### config.mk
export PLATFORM = sky130hd
export DESIGN_NAME = mta_front
export DESIGN_NICKNAME = d
export VERILOG_FILES = /design/src/hdl/mesh_tangent_accumulator_macros.svh /design/src/hdl/mta_pkg.sv /design/src/hdl/mta_front.sv
export SDC_FILE = /design/constraint.sdc
export NUM_CORES = 1
export LEC_CHECK = 0
export BUFFER_PORTS_ARGS = -buffer_cell sky130_fd_sc_hd__clkbuf_2
export CAP_MARGIN = 20
export CORE_UTILIZATION = 57
export DETAILED_ROUTE_END_ITERATION = 8
export PLACE_DENSITY = 0.79
export SYNTH_ARGS = -nofsm -noshare
export SYNTH_HDL_FRONTEND = slang
export SYNTH_SLANG_ARGS = --single-unit
### constraint.sdc
create_clock -name clk -period 6.7 [get_ports clk]
set_clock_uncertainty 0.15 [all_clocks]
set_input_delay 1.34 -clock clk [delete_from_list [all_inputs] [get_ports clk]]
set_output_delay 1.34 -clock clk [all_outputs]
set_load 0.02 [all_outputs]
### src/hdl/mesh_tangent_accumulator_macros.svh
// assertion macros for the tangent accumulator
// no dependencies; taken in by the top level
`ifndef MESH_TANGENT_ACCUMULATOR_MACROS_SVH
`define MESH_TANGENT_ACCUMULATOR_MACROS_SVH

// same-cycle implication
`define MTA_ASSERT_NOW(label, clk, rst_n, ante, cons) \
    label: assert property (@(posedge clk) disable iff (!rst_n) (ante) |-> (cons)) \
        else $error("tangent accumulator check failed");

// next-cycle implication
`define MTA_ASSERT_NEXT(label, clk, rst_n, ante, cons) \
    label: assert property (@(posedge clk) disable iff (!rst_n) (ante) |=> (cons)) \
        else $error("tangent accumulator check failed");

`endif

### src/hdl/mta_pkg.sv
// shared types, codes and constants of the tangent accumulator
// no dependencies
package mta_pkg;

    localparam logic [1:0] CMD_WRITE    = 2'd0;
    localparam logic [1:0] CMD_TRIANGLE = 2'd1;
    localparam logic [1:0] CMD_READ     = 2'd2;

    localparam logic [1:0] KIND_WRITE = 2'd0;
    localparam logic [1:0] KIND_TRI   = 2'd1;
    localparam logic [1:0] KIND_READ  = 2'd2;
    localparam logic [1:0] KIND_BAD   = 2'd3;

    localparam logic [1:0] STATUS_OK       = 2'd0;
    localparam logic [1:0] STATUS_ZERO_DET = 2'd1;
    localparam logic [1:0] STATUS_BAD      = 2'd2;

    localparam logic [47:0] VAL_MAX = 48'h7FFF_FFFF_FFFF;
    localparam logic [47:0] VAL_MIN = 48'h8000_0000_0000;

    typedef struct packed {
        logic signed [31:0] px;
        logic signed [31:0] py;
        logic signed [31:0] pz;
        logic signed [23:0] tu;
        logic signed [23:0] tv;
    } vertex_t;

    typedef struct packed {
        logic [1:0]  kind;
        logic [11:0] ia;
        logic [11:0] ib;
        logic [11:0] ic;
        vertex_t     vtx;
    } item_t;

    // element 0..5: tangent x,y,z then bitangent x,y,z
    typedef logic [5:0][47:0] row_t;

    typedef struct packed {
        row_t       vals;
        logic [1:0] status;
    } result_t;

    typedef struct packed {
        logic               start;
        logic signed [58:0] num;
        logic signed [50:0] den;
    } div_req_t;

    typedef struct packed {
        logic        done;
        logic [47:0] quot;
    } div_rsp_t;

endpackage

### src/hdl/mta_front.sv
// front end: classifies incoming commands and queues them for the back end
// depends on mta_pkg
module mta_front #(
    parameter int VERTEX_DEPTH = 4096
) (
    input  logic                clk,
    input  logic                rst_n,
    input  logic                push,
    output logic                full,
    input  logic [1:0]          command,
    input  logic [11:0]         first_index,
    input  logic [11:0]         second_index,
    input  logic [11:0]         third_index,
    input  logic signed [31:0]  pos_x,
    input  logic signed [31:0]  pos_y,
    input  logic signed [31:0]  pos_z,
    input  logic signed [23:0]  tex_u,
    input  logic signed [23:0]  tex_v,
    output logic                q_valid,
    input  logic                q_pop,
    output mta_pkg::item_t      q_head
);

    localparam logic [16:0] DEPTH_L = 17'(VERTEX_DEPTH);
    localparam int QDEPTH = 4;
    localparam int QPTR_W = $clog2(QDEPTH);

    mta_pkg::item_t     fifo_mem [QDEPTH];
    mta_pkg::item_t     item_in;
    logic [QPTR_W-1:0]  wr_ptr_reg, wr_ptr_next;
    logic [QPTR_W-1:0]  rd_ptr_reg, rd_ptr_next;
    logic [QPTR_W:0]    count_reg, count_next;
    logic               a_ok, b_ok, c_ok;
    logic               do_push, do_pop;

    assign a_ok = {5'b0, first_index} < DEPTH_L;
    assign b_ok = {5'b0, second_index} < DEPTH_L;
    assign c_ok = {5'b0, third_index} < DEPTH_L;

    always_comb
    begin
        item_in.ia     = first_index;
        item_in.ib     = second_index;
        item_in.ic     = third_index;
        item_in.vtx.px = pos_x;
        item_in.vtx.py = pos_y;
        item_in.vtx.pz = pos_z;
        item_in.vtx.tu = tex_u;
        item_in.vtx.tv = tex_v;
        case (command)
            mta_pkg::CMD_WRITE:    item_in.kind = a_ok ? mta_pkg::KIND_WRITE : mta_pkg::KIND_BAD;
            mta_pkg::CMD_TRIANGLE: item_in.kind = (a_ok && b_ok && c_ok) ?
                                                  mta_pkg::KIND_TRI : mta_pkg::KIND_BAD;
            mta_pkg::CMD_READ:     item_in.kind = a_ok ? mta_pkg::KIND_READ : mta_pkg::KIND_BAD;
            default:               item_in.kind = mta_pkg::KIND_BAD;
        endcase
    end

    assign full    = count_reg == (QPTR_W+1)'(QDEPTH);
    assign q_valid = count_reg != '0;
    assign q_head  = fifo_mem[rd_ptr_reg];
    assign do_push = push && !full;
    assign do_pop  = q_pop && q_valid;

    always_comb
    begin
        wr_ptr_next = do_push ? wr_ptr_reg + 1'b1 : wr_ptr_reg;
        rd_ptr_next = do_pop ? rd_ptr_reg + 1'b1 : rd_ptr_reg;
        count_next  = count_reg;
        if (do_push && !do_pop)
            count_next = count_reg + 1'b1;
        else if (do_pop && !do_push)
            count_next = count_reg - 1'b1;
    end

    always_ff @(posedge clk or negedge rst_n)
    begin
        if (!rst_n)
        begin
            wr_ptr_reg <= '0;
            rd_ptr_reg <= '0;
            count_reg  <= '0;
        end
        else
        begin
            wr_ptr_reg <= wr_ptr_next;
            rd_ptr_reg <= rd_ptr_next;
            count_reg  <= count_next;
        end
    end

    always_ff @(posedge clk)
    begin
        if (do_push)
            fifo_mem[wr_ptr_reg] <= item_in;
    end

endmodule

; Word level (Yosys, flattened, before mapping)
; Memory sizes are Yosys's and may differ from the RTL's.
; Cells that the tools add are included.
[classes]
addsub = 4
muxes = 5
eq_ne = 3
reduce_logical = 10
[op_table]
columns = op, n
row1 = 2-to-1 mux 3 bit, 2
row2 = one-hot mux 2 bit (3 select lines), 1
row3 = "adder 2 x 1 -> 2 bit, second input constant", 2
row4 = logical AND 1 bit, 4
row5 = "adder 3 x 1 -> 3 bit, second input constant", 1
row6 = "== test 3 bit, second input constant", 1
row7 = logical NOT 1 bit, 3
row8 = nonzero test 3 bit, 1
row9 = "subtractor 3 x 1 -> 3 bit, second input constant", 1
row10 = "== test 2 x 1 -> 1 bit, second input constant", 1
row11 = "== test 2 bit, second input constant", 1
row12 = logical NOT 2 bit, 1
row13 = 2-to-1 mux 1 bit, 2
row14 = nonzero test 2 bit, 1
[word_totals]
ram_bits = 728
word_cells = 26
register_bits = 7
inputBits = 186
n_memories = 1
[memory_table]
columns = name, words, word_bits, read_ports, rd_ports_with_merged_regs, write_ports, line_no
row1 = fifo_mem, 4, 182, 1, 0, 1, mta_front.sv:28  ; mta_pkg::item_t fifo_mem [QDEPTH];

; Logic depth before layout (Yosys ltp)
[depth]
word_depth = 7
ltp_mapped = 9
depth_no_buf = 8

; Worst setup path before layout
; OpenSTA, ideal clock, no wires.
[synth_path]
kind = input -> register
startpoint = input port push
endpoint = memory fifo_mem[0][0] (netlist bit) (enable)
setup_slack_ns = 0.213
t_arrival_ns = 5.772
cell_stages = 3
required_time_ns = 5.986
cell_sequence = nor2b_1 > buf_2 > and2_1
[synth_via]
elab_chain_cells = 3
[synth_lines]
columns = element, line_no
row1 = start: declaration, mta_front.sv:8  ; input logic push,
row2 = logical AND 1 bit, mta_front.sv:62  ; assign do_push = push && !full;
row3 = via do_push, mta_front.sv:34  ; logic do_push, do_pop;
row4 = 2-to-1 mux 1 bit, mta_front.sv:94  ; if (do_push)
row5 = 2-to-1 mux 1 bit (implied by the code), mta_front.sv:95  ; fifo_mem[wr_ptr_reg] <= item_in;
row6 = end: declaration, mta_front.sv:28
; The timed path passes the listed nets, and every way through them passes these cells.

==> summary.md <==
| Metric | Value |
|---|---|
| Crit-path max cell delay | 0.81 ns |
| Tmin final | 4.50 ns |
| Core ar. | 45900 sq um |
| Netlist cell types | 21 |
| Top achievable clock speed | 222 MHz |
| Post-CTS resize count | 0 |
| Syn_nets | 1180 |
| Synth Cell Area | 26700 sq um |
| Drc violations | 0 |
| HP Class | flip-flop to flip-flop |
| Clock Power Share | 0.256 |
| CP cell instances | buf_12 > buf_12 > mux4_2 > clkbuf_2 |
| First-pass GRT wire length | 77900 microns |
| Maximum vdd ir drop | 0.000311 V |
| DR pass1 iterations | 4 |
| Top sig layer | met5 |
| CP endpoint kind | output pin |
| Die X | 219 microns |
| Share of cells above drive strength 1 | 0.461 |
| Cell count after synthesis | 988 |
| Setup_tns | 0 ns |
| Largest net degree at the start of global routing | 111 |
| CP Class | flip-flop to output pin |
| Clock transition at path regs | 0.06 ns |
| Clock root cell | clkbuf_16 |
| Post-CTS setup buffers | 0 |
| Nets | 1597 |
| Overflow after GRT | 0 |
| Synth warn | 0 |
| Final WL | 53100 microns |
| NetSw | 4710 uW |
| Reg power frac | 0.435 |
| Final hold violation count | 0 |
| RSZ-0062 raised after global routing | false |
| Crit. Startpoint | rd_ptr_reg[0] |
| Pint | 10100 uW |
| I/O Pins | 370 |
| Die Ht | 219 microns |
| Critical Path Source Type | flip-flop |
| Die area | 47800 sq um |
| Hold depth | 1 |
| Metal2 WL | 27000 microns |
| Combinational power share | 0.310 |
| CTS tree | built |
| Vias | 12000 |
| Final setup viols | 0 |
| Met1 wire length | 19900 microns |
| Worst r2r src | count_reg[2] |
| Routed vias/inst | 5.81 |
| Initial DRC Count | 854 |
| Core Util, Final | 0.686 |
| #FFs+latches synth | 735 |
| Placed Cells | 1931 |
| Num CTS Buffers | 71 |
| Req. time, crit path | 5.21 ns |
| Leakage power | 0.0108 uW |
| Port Buffers | 369 |
| Initial antenna violation count | 8 |
| HPWL after detailed placement | 30900 microns |
| Most frequent CP cell | buf_12 |
| Syn_area_per_cell | 27.1 sq um |
| Cell depth of the worst flop-to-flop path | 5 |
| Final period utilization | 0.672 |
| CTS sink count | 735 |
| Crit path max fanout | 61 |
| # fillers | 2792 |
| Crit path depth | 4 |
| Max Slew Vio Count | 0 |
| Critical path buffers and inverters | 3 |
| Num rows | 78 |
| Hold buffer count at CTS | 0 |
| Routed met3 length | 4830 microns |
| Final Non-Filler Cells | 2064 |
| Status | complete, no violations |
| Worst Setup EP | q_head[133] |
| RePlAce Congestion | 0.763 |
| Max FFs per register | 728 |
| Layout area overhead | 17.6% |
| Slew of the pin with the lowest slew margin | 1.04 ns |
| Drt wl/cell | 25.7 microns |
| Clock tree buffer depth | 3 |
| Vias in the first global route | 12800 |
| Switching Share | 0.318 |
| Reg2reg end | fifo_mem[3][133] |
| Post-DRT Antenna Nets | 0 |
| Max Cap Viol | 0 |
| Power per cell area | 470 nW/um^2 |
| H-tree Lvls | 3 |
| Initial Util | 0.583 |
| Gr usage total | 0.226 |
| Reg2reg setup slack | 3.96 ns |
| WP data arrival | 3.01 ns |
| Clock latency on the worst-skew pair | 0.58 ns |
| Worst rel slew slack | 0.306 |
| Delay-heaviest family, CP | buffers and inverters |
| Critical-path top delay cell | dfrtp_4 |
| Post-synthesis sequential area ratio | 0.824 |
layout by cell type, fill, tap and decap left out, types with 3 or more instances in the layout:
cell and count:
edfxtp_1 728, clkbuf_2 369, mux4_2 182, clkbuf_16 75
clkinv_1 17, clkbuf_1 15, clkinv_2 12, buf_4 11
buf_12 8, diode_2 5, ha_1 5, dfrtp_1 5
and2_4 4, xnor2_1 4, bufinv_16 4, inv_6 4
inv_1 3
worst min path at each step:
stage	start	to	slack [ns]
finish	count_reg[2]	count_reg[2]	0.35
global route	count_reg[2]	count_reg[2]	0.36
CTS	count_reg[2]	count_reg[2]	0.35
detailed placement	count_reg[2]	count_reg[2]	0.34
global placement	count_reg[2]	count_reg[2]	0.32
floorplan	count_reg[2]	count_reg[2]	0.30
layer usage:
layer,track usage,vias up
li1,-,5144
met1,0.285,6275
met2,0.368,472
met3,0.0802,90
met4,0.0746,4
met5,0,-
through the flow:
| stage | hold slack, ns | total power, uW | cell area [sq um] | worst slack (ns) |
|---|---|---|---|---|
| finish | 0.349 | 14800 | 31400 | 2.20 |
| detailed placement | 0.338 | 11100 | 29200 | 2.60 |
| CTS | 0.347 | 15000 | 31400 | 1.90 |
| floorplan | 0.297 | 9810 | 26700 | 0.213 |
| global placement | 0.315 | 11000 | 29200 | 2.61 |
| global route | 0.356 | 15400 | 31400 | 1.94 |
cell type report:
class / count / area, sq um / area share
timing repair buffer: 388 / 2090 / 0.0665
multi-input combinational: 206 / 4320 / 0.138
sequential: 735 / 22000 / 0.701
clock inverter: 37 / 279 / 0.00887
antenna: 5 / 12.5 / 0.000398
clock buffer: 90 / 1930 / 0.0615
tap: 600 / 751 / 0.0239
inverter: 3 / 11.3 / 0.000358
synthesized netlist by cell type:
master	n	area (sq um)
and2_1	4	25.0
buf_12	1	20.0
buf_2	20	100
buf_6	8	90.1
buf_8	10	150
clkbuf_1	5	18.8
dfrtp_1	7	175
edfxtp_1	728	21900
fa_1	1	20.0
ha_1	5	62.6
inv_1	3	11.3
mux2_2	2	22.5
mux4_2	182	4100
nand2_1	1	3.75
nand3_1	1	5.00
nor2_1	1	3.75
nor2b_1	1	6.26
nor3b_1	1	7.51
or3_1	1	6.26
xnor2_1	4	35.0
xor2_1	2	17.5
logic make-up after synthesis:
group / after synthesis / synth area share
xor+xnor: 6 / 0.00197
fa+ha+maj: 6 / 0.00309
buf+inv: 47 / 0.0146
flops: 735 / 0.824
mux: 184 / 0.154
simple gates: 10 / 0.00215
power groups by stage:
stage / registers, uW / clock network [uW] / logic (uW)
6_report: 6430 / 3780 / 4580
5_1_grt: 6500 / 4030 / 4850
4_1_cts: 6500 / 3870 / 4610
3_5_place_dp: 6560 / 0 / 4570
3_3_place_gp: 6490 / 0 / 4540
2_1_floorplan: 6460 / 0 / 3340
Note: power is estimated with default switching activity, not from simulation.
