`config.mk`:
```
export PLATFORM = sky130hd
export DESIGN_NAME = mta_div
export DESIGN_NICKNAME = d
export VERILOG_FILES = /design/src/hdl/mesh_tangent_accumulator_macros.svh /design/src/hdl/mta_pkg.sv /design/src/hdl/mta_div.sv
export SDC_FILE = /design/constraint.sdc
export NUM_CORES = 1
export LEC_CHECK = 0
export BUFFER_PORTS_ARGS = -buffer_cell sky130_fd_sc_hd__buf_2
export CAP_MARGIN = 25
export CORE_ASPECT_RATIO = 0.5
export CORE_UTILIZATION = 45
export CTS_CLUSTER_DIAMETER = 60
export DETAILED_ROUTE_END_ITERATION = 6
export PLACE_DENSITY = 0.75
export RECOVER_POWER = 100
export SLEW_MARGIN = 20
export SYNTH_ARGS = -nofsm -noshare
export SYNTH_HDL_FRONTEND = slang
export SYNTH_SLANG_ARGS = --single-unit
```
`constraint.sdc`:
```
create_clock -name clk -period 9.65 [get_ports clk]
set_input_delay 2.895 -clock clk [delete_from_list [all_inputs] [get_ports clk]]
set_output_delay 2.895 -clock clk [all_outputs]
set_load 0.01 [all_outputs]
```
`src/hdl/mesh_tangent_accumulator_macros.svh`:
```
// assertion macros for the tangent accumulator
// no dependencies; taken in by the top level
`ifndef MESH_TANGENT_ACCUMULATOR_MACROS_SVH
`define MESH_TANGENT_ACCUMULATOR_MACROS_SVH

// same-cycle implication
`define MTA_ASSERT_NOW(label, clk, rst_n, ante, cons) \
    label: assert property (@(posedge clk) disable iff (!rst_n) (ante) |-> (cons)) \
        else $error("tangent accumulator check failed");

// next-cycle implication
`define MTA_ASSERT_NEXT(label, clk, rst_n, ante, cons) \
    label: assert property (@(posedge clk) disable iff (!rst_n) (ante) |=> (cons)) \
        else $error("tangent accumulator check failed");

`endif

```
`src/hdl/mta_pkg.sv`:
```
// shared types, codes and constants of the tangent accumulator
// no dependencies
package mta_pkg;

    localparam logic [1:0] CMD_WRITE    = 2'd0;
    localparam logic [1:0] CMD_TRIANGLE = 2'd1;
    localparam logic [1:0] CMD_READ     = 2'd2;

    localparam logic [1:0] KIND_WRITE = 2'd0;
    localparam logic [1:0] KIND_TRI   = 2'd1;
    localparam logic [1:0] KIND_READ  = 2'd2;
    localparam logic [1:0] KIND_BAD   = 2'd3;

    localparam logic [1:0] STATUS_OK       = 2'd0;
    localparam logic [1:0] STATUS_ZERO_DET = 2'd1;
    localparam logic [1:0] STATUS_BAD      = 2'd2;

    localparam logic [47:0] VAL_MAX = 48'h7FFF_FFFF_FFFF;
    localparam logic [47:0] VAL_MIN = 48'h8000_0000_0000;

    typedef struct packed {
        logic signed [31:0] px;
        logic signed [31:0] py;
        logic signed [31:0] pz;
        logic signed [23:0] tu;
        logic signed [23:0] tv;
    } vertex_t;

    typedef struct packed {
        logic [1:0]  kind;
        logic [11:0] ia;
        logic [11:0] ib;
        logic [11:0] ic;
        vertex_t     vtx;
    } item_t;

    // element 0..5: tangent x,y,z then bitangent x,y,z
    typedef logic [5:0][47:0] row_t;

    typedef struct packed {
        row_t       vals;
        logic [1:0] status;
    } result_t;

    typedef struct packed {
        logic               start;
        logic signed [58:0] num;
        logic signed [50:0] den;
    } div_req_t;

    typedef struct packed {
        logic        done;
        logic [47:0] quot;
    } div_rsp_t;

endpackage

```
`src/hdl/mta_div.sv`:
```
// signed fixed-point divider: trunc(num * 2^16 / den), saturated to 48 bits
// one quotient bit per cycle; depends on mta_pkg
module mta_div (
    input  logic               clk,
    input  logic               rst_n,
    input  mta_pkg::div_req_t  req,
    output mta_pkg::div_rsp_t  rsp
);

    localparam logic [1:0] D_IDLE = 2'd0;
    localparam logic [1:0] D_CHK  = 2'd1;
    localparam logic [1:0] D_RUN  = 2'd2;
    localparam int QBITS = 47;

    logic [1:0]       state_reg, state_next;
    logic [5:0]       cnt_reg, cnt_next;
    logic             neg_reg, neg_next;
    logic [57:0]      n_reg, n_next;
    logic [49:0]      d_reg, d_next;
    logic [49:0]      r_reg, r_next;
    logic [46:0]      sh_reg, sh_next;
    logic [46:0]      q_reg, q_next;
    logic             done_reg, done_next;
    logic [47:0]      quot_reg, quot_next;
    logic [50:0]      shifted;
    logic [50:0]      trial_diff;
    logic             trial_ge;

    assign shifted    = {r_reg, sh_reg[46]};
    assign trial_ge   = shifted >= {1'b0, d_reg};
    assign trial_diff = shifted - {1'b0, d_reg};

    always_comb
    begin
        state_next = state_reg;
        cnt_next   = cnt_reg;
        neg_next   = neg_reg;
        n_next     = n_reg;
        d_next     = d_reg;
        r_next     = r_reg;
        sh_next    = sh_reg;
        q_next     = q_reg;
        done_next  = 1'b0;
        quot_next  = quot_reg;
        case (state_reg)
            D_IDLE:
            begin
                if (req.start)
                begin
                    neg_next   = req.num[58] ^ req.den[50];
                    n_next     = req.num[58] ? 58'(-req.num) : 58'(req.num);
                    d_next     = req.den[50] ? 50'(-req.den) : 50'(req.den);
                    state_next = D_CHK;
                end
            end
            D_CHK:
            begin
                // integer part of the quotient must stay below 2^31
                if ({23'b0, n_reg[57:31]} >= d_reg)
                begin
                    done_next  = 1'b1;
                    quot_next  = neg_reg ? mta_pkg::VAL_MIN : mta_pkg::VAL_MAX;
                    state_next = D_IDLE;
                end
                else
                begin
                    r_next     = {23'b0, n_reg[57:31]};
                    sh_next    = {n_reg[30:0], 16'b0};
                    q_next     = '0;
                    cnt_next   = '0;
                    state_next = D_RUN;
                end
            end
            D_RUN:
            begin
                r_next   = trial_ge ? trial_diff[49:0] : shifted[49:0];
                q_next   = {q_reg[45:0], trial_ge};
                sh_next  = {sh_reg[45:0], 1'b0};
                cnt_next = cnt_reg + 1'b1;
                if (cnt_reg == 6'(QBITS - 1))
                begin
                    done_next  = 1'b1;
                    quot_next  = neg_reg ? -{1'b0, q_next} : {1'b0, q_next};
                    state_next = D_IDLE;
                end
            end
            default: state_next = D_IDLE;
        endcase
    end

    always_ff @(posedge clk or negedge rst_n)
    begin
        if (!rst_n)
        begin
            state_reg <= D_IDLE;
            done_reg  <= 1'b0;
        end
        else
        begin
            state_reg <= state_next;
            done_reg  <= done_next;
        end
    end

    always_ff @(posedge clk)
    begin
        cnt_reg  <= cnt_next;
        neg_reg  <= neg_next;
        n_reg    <= n_next;
        d_reg    <= d_next;
        r_reg    <= r_next;
        sh_reg   <= sh_next;
        q_reg    <= q_next;
        quot_reg <= quot_next;
    end

    assign rsp.done = done_reg;
    assign rsp.quot = quot_reg;

endmodule

```
==> After elaboration in Yosys (flattened, before gate mapping) <==
Cells that the tools add are included.
{ "totals": {"output_inout_bits": 49, "ff_bits": 309} }
{ "classes": {"bitwise_logic": 1, "addsub": 5, "eq_ne": 7, "order_cmp": 2, "muxes": 23, "reduce_logical": 6} }
{ "op_table": {"columns": ["cell", "count"], "rows": [
  ["48-bit two-way mux", 4],
  ["50-bit two-way mux", 3],
  ["50-bit one-hot mux with 2 select lines", 1],
  ["48-bit one-hot mux with 2 select lines", 1],
  ["47-bit one-hot mux with 2 select lines", 1],
  ["46-bit one-hot mux with 2 select lines", 1],
  ["58-bit two-way mux", 1],
  ["58-bit negator", 1],
  ["51-bit by 50-bit >= comparator with 1-bit output", 1],
  ["27-bit by 50-bit >= comparator with 1-bit output", 1],
  ["50-bit negator", 1],
  ["50-bit subtractor", 1],
  ["47-bit negator with 48-bit output", 1],
  ["47-bit two-way mux", 1],
  ["46-bit two-way mux", 1],
  ["6-bit one-hot mux with 2 select lines", 1],
  ["2-bit inequality test, second input constant", 4],
  ["6-bit by 1-bit adder with 6-bit output, second input constant", 1],
  ["6-bit == test, second input constant", 1],
  ["2-bit two-way mux", 3],
  ["6-bit two-way mux", 1],
  ["2-bit one-hot mux with 3 select lines", 1],
  ["2-bit AND reduction", 3],
  ["3-bit AND reduction", 1],
  ["7 further kinds", 8]
]} }

==> Logic depth before layout (Yosys ltp) <==
{ "depth": {"ltp_word": 5, "ltp_mapped": 20} }

==> Worst setup path after synthesis <==
No wires, ideal clock.
{ "synth_path": {"path_type": "register to register", "startpoint": "register n_reg[44]", "endpoint": "register cnt_reg[0], enable pin", "setup_time_ns": 0.627, "stages_incl_launch_ff": 10, "path_slack_ns": 1.654, "arrival_time_ns": 7.369, "t_required_ns": 9.023, "n_path_buf": 0, "path_cell_list": "edfxtp_1 -> ha_1 -> and4_1 -> a41oi_1 -> nand2_1 -> a221oi_1 -> a21oi_1 -> o31ai_1 -> nor2_1 -> nor2_1"} }
{ "synth_via": {"elab_chain_cells": 3} }
{ "synth_rtl": {"columns": ["element", "line", "text"], "rows": [
  ["from (decl)", "mta_div.sv:18", "logic [57:0] n_reg, n_next;"],
  ["from (signal assigned)", "mta_div.sv:109", "n_reg <= n_next;"],
  ["27-bit by 50-bit >= comparator with 1-bit output", "mta_div.sv:59", "if ({23'b0, n_reg[57:31]} >= d_reg)"],
  ["2-bit inequality test (no source line)", null, null],
  ["2-bit AND reduction (no source line)", null, null],
  ["to (signal assigned)", "mta_div.sv:107", "cnt_reg <= cnt_next;"],
  ["to (decl)", "mta_div.sv:16", "logic [5:0] cnt_reg, cnt_next;"]
]} }
No other way between the ends.
A chain may end at the register's enable or synchronous reset.

==> Worst setup path in the final report <==
{ "layout_path": {"startpoint": "register state_reg[0]", "endpoint": "register r_reg[11] (data pin)"} }
{ "layout_via": {"elab_chain_cells": 2} }
{ "layout_rtl": {"columns": ["element", "line", "text"], "rows": [
  ["from (decl)", "mta_div.sv:15", "logic [1:0] state_reg, state_next;"],
  ["from (signal assigned)", "mta_div.sv:100", "state_reg <= state_next;"],
  ["2-bit == test or 2-bit by 1-bit == test with 1-bit output (tied branches)", "mta_div.sv:45", "case (state_reg)"],
  ["50-bit one-hot mux with 2 select lines (*)", "mta_div.sv:45", null],
  ["via r_next[11]", "mta_div.sv:20", "logic [49:0] r_reg, r_next;"],
  ["to (signal assigned)", "mta_div.sv:111", "r_reg <= r_next;"],
  ["to (decl)", "mta_div.sv:20", null]
]} }
Mark *: on every way through the listed nets, which the timed path passes. The rest lies on a longest branch.

==> summary.md <==
| Metric | Value |
|---|---|
| Path category of the worst min-delay check | register to register |
| Slack of the critical path | roughly 2.8 ns |
| Pleak | 7.37 nW |
| Nets@finish | 2,098 |
| Largest stage delay on the critical path | between 2 and 2.5 ns |
| Average cell area after synthesis | around 10 µm² |
| Dominant cell type by area after synthesis | edfxtp_1 |
| Number of synthesized flops with an enable pin | 290 |
| Max cap viols | 11 |
| Flip-flop cell with the highest count after synthesis | edfxtp_1 |
| DRC marker count from the first detailed-route iteration | 1,211 |
| Maximum clock path buffer count | 3 |
| Share of synthesized area occupied by flip-flops and latches | 47.9% |
| # resized after CTS | 0 |
| Multi-input gate area in the final layout | 8770 µm² |
| Number of vias per cell | between 5 and 6 |
| Num ports | 162 |
| Fraction of final layout cells with drive strength greater than 1 | roughly 10% |
| Post-placement cell area | 19,600 µm² |
| DRC Markers | 0 |
| Worst setup timing slack at the placement stage | 3.34 ns |
| Worst IR drop on VDD | approximately 0.00019 V |
| Data required, critical path | 9.96 ns |
| Cell types with the highest counts after synthesis | 290 x edfxtp_1, 156 x nor2_1, 141 x nand2_1, 127 x a21oi_1, 103 x o21ai_0 |
| Stages on the worst setup path | 6 |
| Synth Net Count | 1,988 |
| Clk_lat worst skew | 0.56 ns |
| Routability congestion estimate | 0.954 |
| CTS Root Cell | clkbuf_16 |
| Port-buffer cells | 161 |
| Top cell type's share of synthesized area | between 40% and 50% |
| Total number of yosys warnings | 0 |
| Number of levels the H-tree was split into | 1 |
| Width of the chip | around 290 µm |
| Area contributors post-synth | edfxtp_1 48%, ha_1 5.8%, xnor2_1 4.7% |
| Post-layout instance area | 20,300 µm² |
| CTS tree | done |
| Count of cells along the worst hold path | 1 |
| Number of sinks handled by clock tree synthesis | slightly below 300 |
| Final min period | about 6.8 ns |
| Floorplan Core Area | just under 40,000 µm² |
| Fraction of synthesis flops using an asynchronous set or reset pin | approximately 1.0% |
| Sequential cell area | a little under 9000 µm² |
| Per-cell routed wire length | 17.8 µm |
| Largest net degree at the start of global routing | 84 |
| Final hold violations | 0 |
| Top delay family on crit path | buffers and inverters |
| Critical path endpoint category | register |
| Filler cell count | 3,479 |
| Gate Count Post-Synth | 1,789 |
| RSZ-0062 raised after global routing | false |
| HPWL after detailed placement | about 31,000 µm |
| Worst-path clk slew | about 0.070 ns |
| Crit path buf inv count | 3 |
| Final setup fails | 0 |
| Type of the worst setup path | register to register |
| Library cell appearing most often on the critical path | clkbuf_1 |
| Combined area of all synthesized cells | 18,300 µm² |
| Largest fanout on the critical path | 80 |
| Floorplan row count | 51 |
| Max reg flops | 58 |
| Count of vias placed by the detailed router | 14,100 |
| Element type at the critical path start | register |
| Worst Path Arrival | 7.15 ns |
| Relative slew slack | -195% |
| R2r worst-path depth | 6 |
| Antenna-violating nets left | 0 |
| Number of global-route vias before repair | 13,200 |
| Number of antenna violations at the first check in global routing | 8 |
| Total wirelength of the detailed-routed design | 43,600 µm |
| Achievable frequency | roughly 150 MHz |
| Top-count cell post-synth | edfxtp_1 |
| Post-route clock period utilization | 70.9% |
| Area growth syn-to-layout | 10.6% |
| Number of distinct library cells after synthesis | 78 |
| Critical path's slowest cell | clkbuf_1 |
| Vertical die dimension | 145 µm |
| Slew @ Worst Pin | 4.42 ns |
| Synth Register Bits | between 200 and 300 |
| Leftover overflow at the end of global routing | 0 |
| CTS hold repair buffers | 0 |
| Setup clock skew after layout | 0.00854 ns |
| Number of post-CTS setup repair buffers | 0 |
| Power density over the cells | 330 nW/µm² |
| Status | finished, violations left |
| Number of clock buffers inserted by TritonCTS | 28 |
| First-pass GRT wire length | approximately 70,000 µm |
| All-layer global routing usage | 20.6% |
| Final core area utilization | 51.3% |
| Worst path cell trace | inv_1 > ha_1 > clkbuf_1 > clkbuf_1 > o211ai_1 > o21a_1 |
| Area of the die | 41,600 µm² |
| Initial Util | 46.4% |
| Total Negative Setup Slacks | 0 ns |
| Max Slew Vio Count | 654 |
| Violations in the final reports | max-capacitance violations, max-slew violations |
| TritonRoute pass-1 iters | 5 |
metrics by stage:
| step | std cells | hold WS [ns] | total power [mW] |
|---|---|---|---|
| detailed placement | 2399 | 0.533 | 5.52 |
| finish | 2453 | 0.547 | 6.69 |
| CTS | 2449 | 0.543 | 6.65 |
| global route | 2453 | 0.557 | 7.15 |
| global placement | 2399 | 0.516 | 5.44 |
| floorplan | 1789 | 0.506 | 4.73 |
cell families (layout without fill, tap and decap cells):
| family | after synthesis | in the layout | synth area share (%) |
|---|---|---|---|
| AOI/OAI and AO/OA | 449 | 449 | 16.1 |
| xor gates and xnor gates | 152 | 152 | 7.26 |
| adders and majority gates | 86 | 86 | 5.91 |
| buffers and inverters | 185 | 315 | 3.86 |
| DFF | 293 | 293 | 47.9 |
| muxes | 57 | 57 | 3.32 |
| other | 0 | 4 | 0 |
| and+or+nand+nor | 567 | 567 | 15.6 |
per-layer routing:
metal / part of all wire [%] / vias to the layer above / global-route usage [%]
met3: 5.8 / 81 / 3.79
met5: 0.083 / - / 0
met4: 3.0 / 6 / 6.52
met1: 46 / 6785 / 28.9
li1: - / 6876 / -
met2: 45 / 396 / 32.4
worst paths after layout:
check	from	to	slack (ns)
worst min register to register	sh_reg[16]	sh_reg[17]	0.55
worst min-delay path	sh_reg[16]	sh_reg[17]	0.55
worst max register to register	state_reg[0]	r_reg[11]	2.81
min in group asynchronous	rst_n	state_reg[1]	2.13
max in group asynchronous	rst_n	done_reg	7.38
worst max-delay path	state_reg[0]	r_reg[11]	2.81
cells in the final DEF (no fill, tap or decap), types with 7 or more instances in the layout:
master,n
a211o_1,7
nand2b_1,14
and2_0,20
clkbuf_1,71
o31ai_1,35
o21bai_1,11
xnor2_1,99
inv_1,92
nand3_1,34
or3_1,31
ha_1,85
or4_1,21
clkinv_1,8
mux2i_1,26
nand2_1,141
o21ai_0,103
nor3_1,31
nor4_1,13
edfxtp_1,290
clkbuf_16,29
a31oi_1,9
o22ai_1,12
xor2_1,53
and3_1,11
a32oi_1,12
o21a_1,14
a21o_1,27
a211oi_1,20
nor2_1,155
and2_1,19
o41ai_1,19
buf_2,104
o211ai_1,10
mux2_2,30
nand4_1,24
a21oi_1,128
nor2b_1,14
power by group:
| group | total [mW] | switching [mW] | internal (mW) |
|---|---|---|---|
| clock | 1.11 | 0.483 | 0.628 |
| sequential | 2.51 | 0.295 | 2.21 |
| combinational | 3.07 | 1.96 | 1.11 |
layout make-up:
class / count / area share [%]
flip-flops and latches: 293 / 43.3
multi-input cells: 1311 / 43.3
repair buffers: 172 / 3.88
clock buffers: 35 / 3.69
well taps: 530 / 3.27
inverters: 93 / 1.72
clock inverters: 15 / 0.747
diodes: 4 / 0.0494
worst reg2reg max path, cell delays in order, from the launching register on:
cell	delay [ns]
dfrtp_1	0.40
inv_1	0.09
ha_1	0.83
clkbuf_1	2.39
clkbuf_1	2.33
o211ai_1	0.31
o21a_1	0.25
Power figures use the tool's default switching activity.
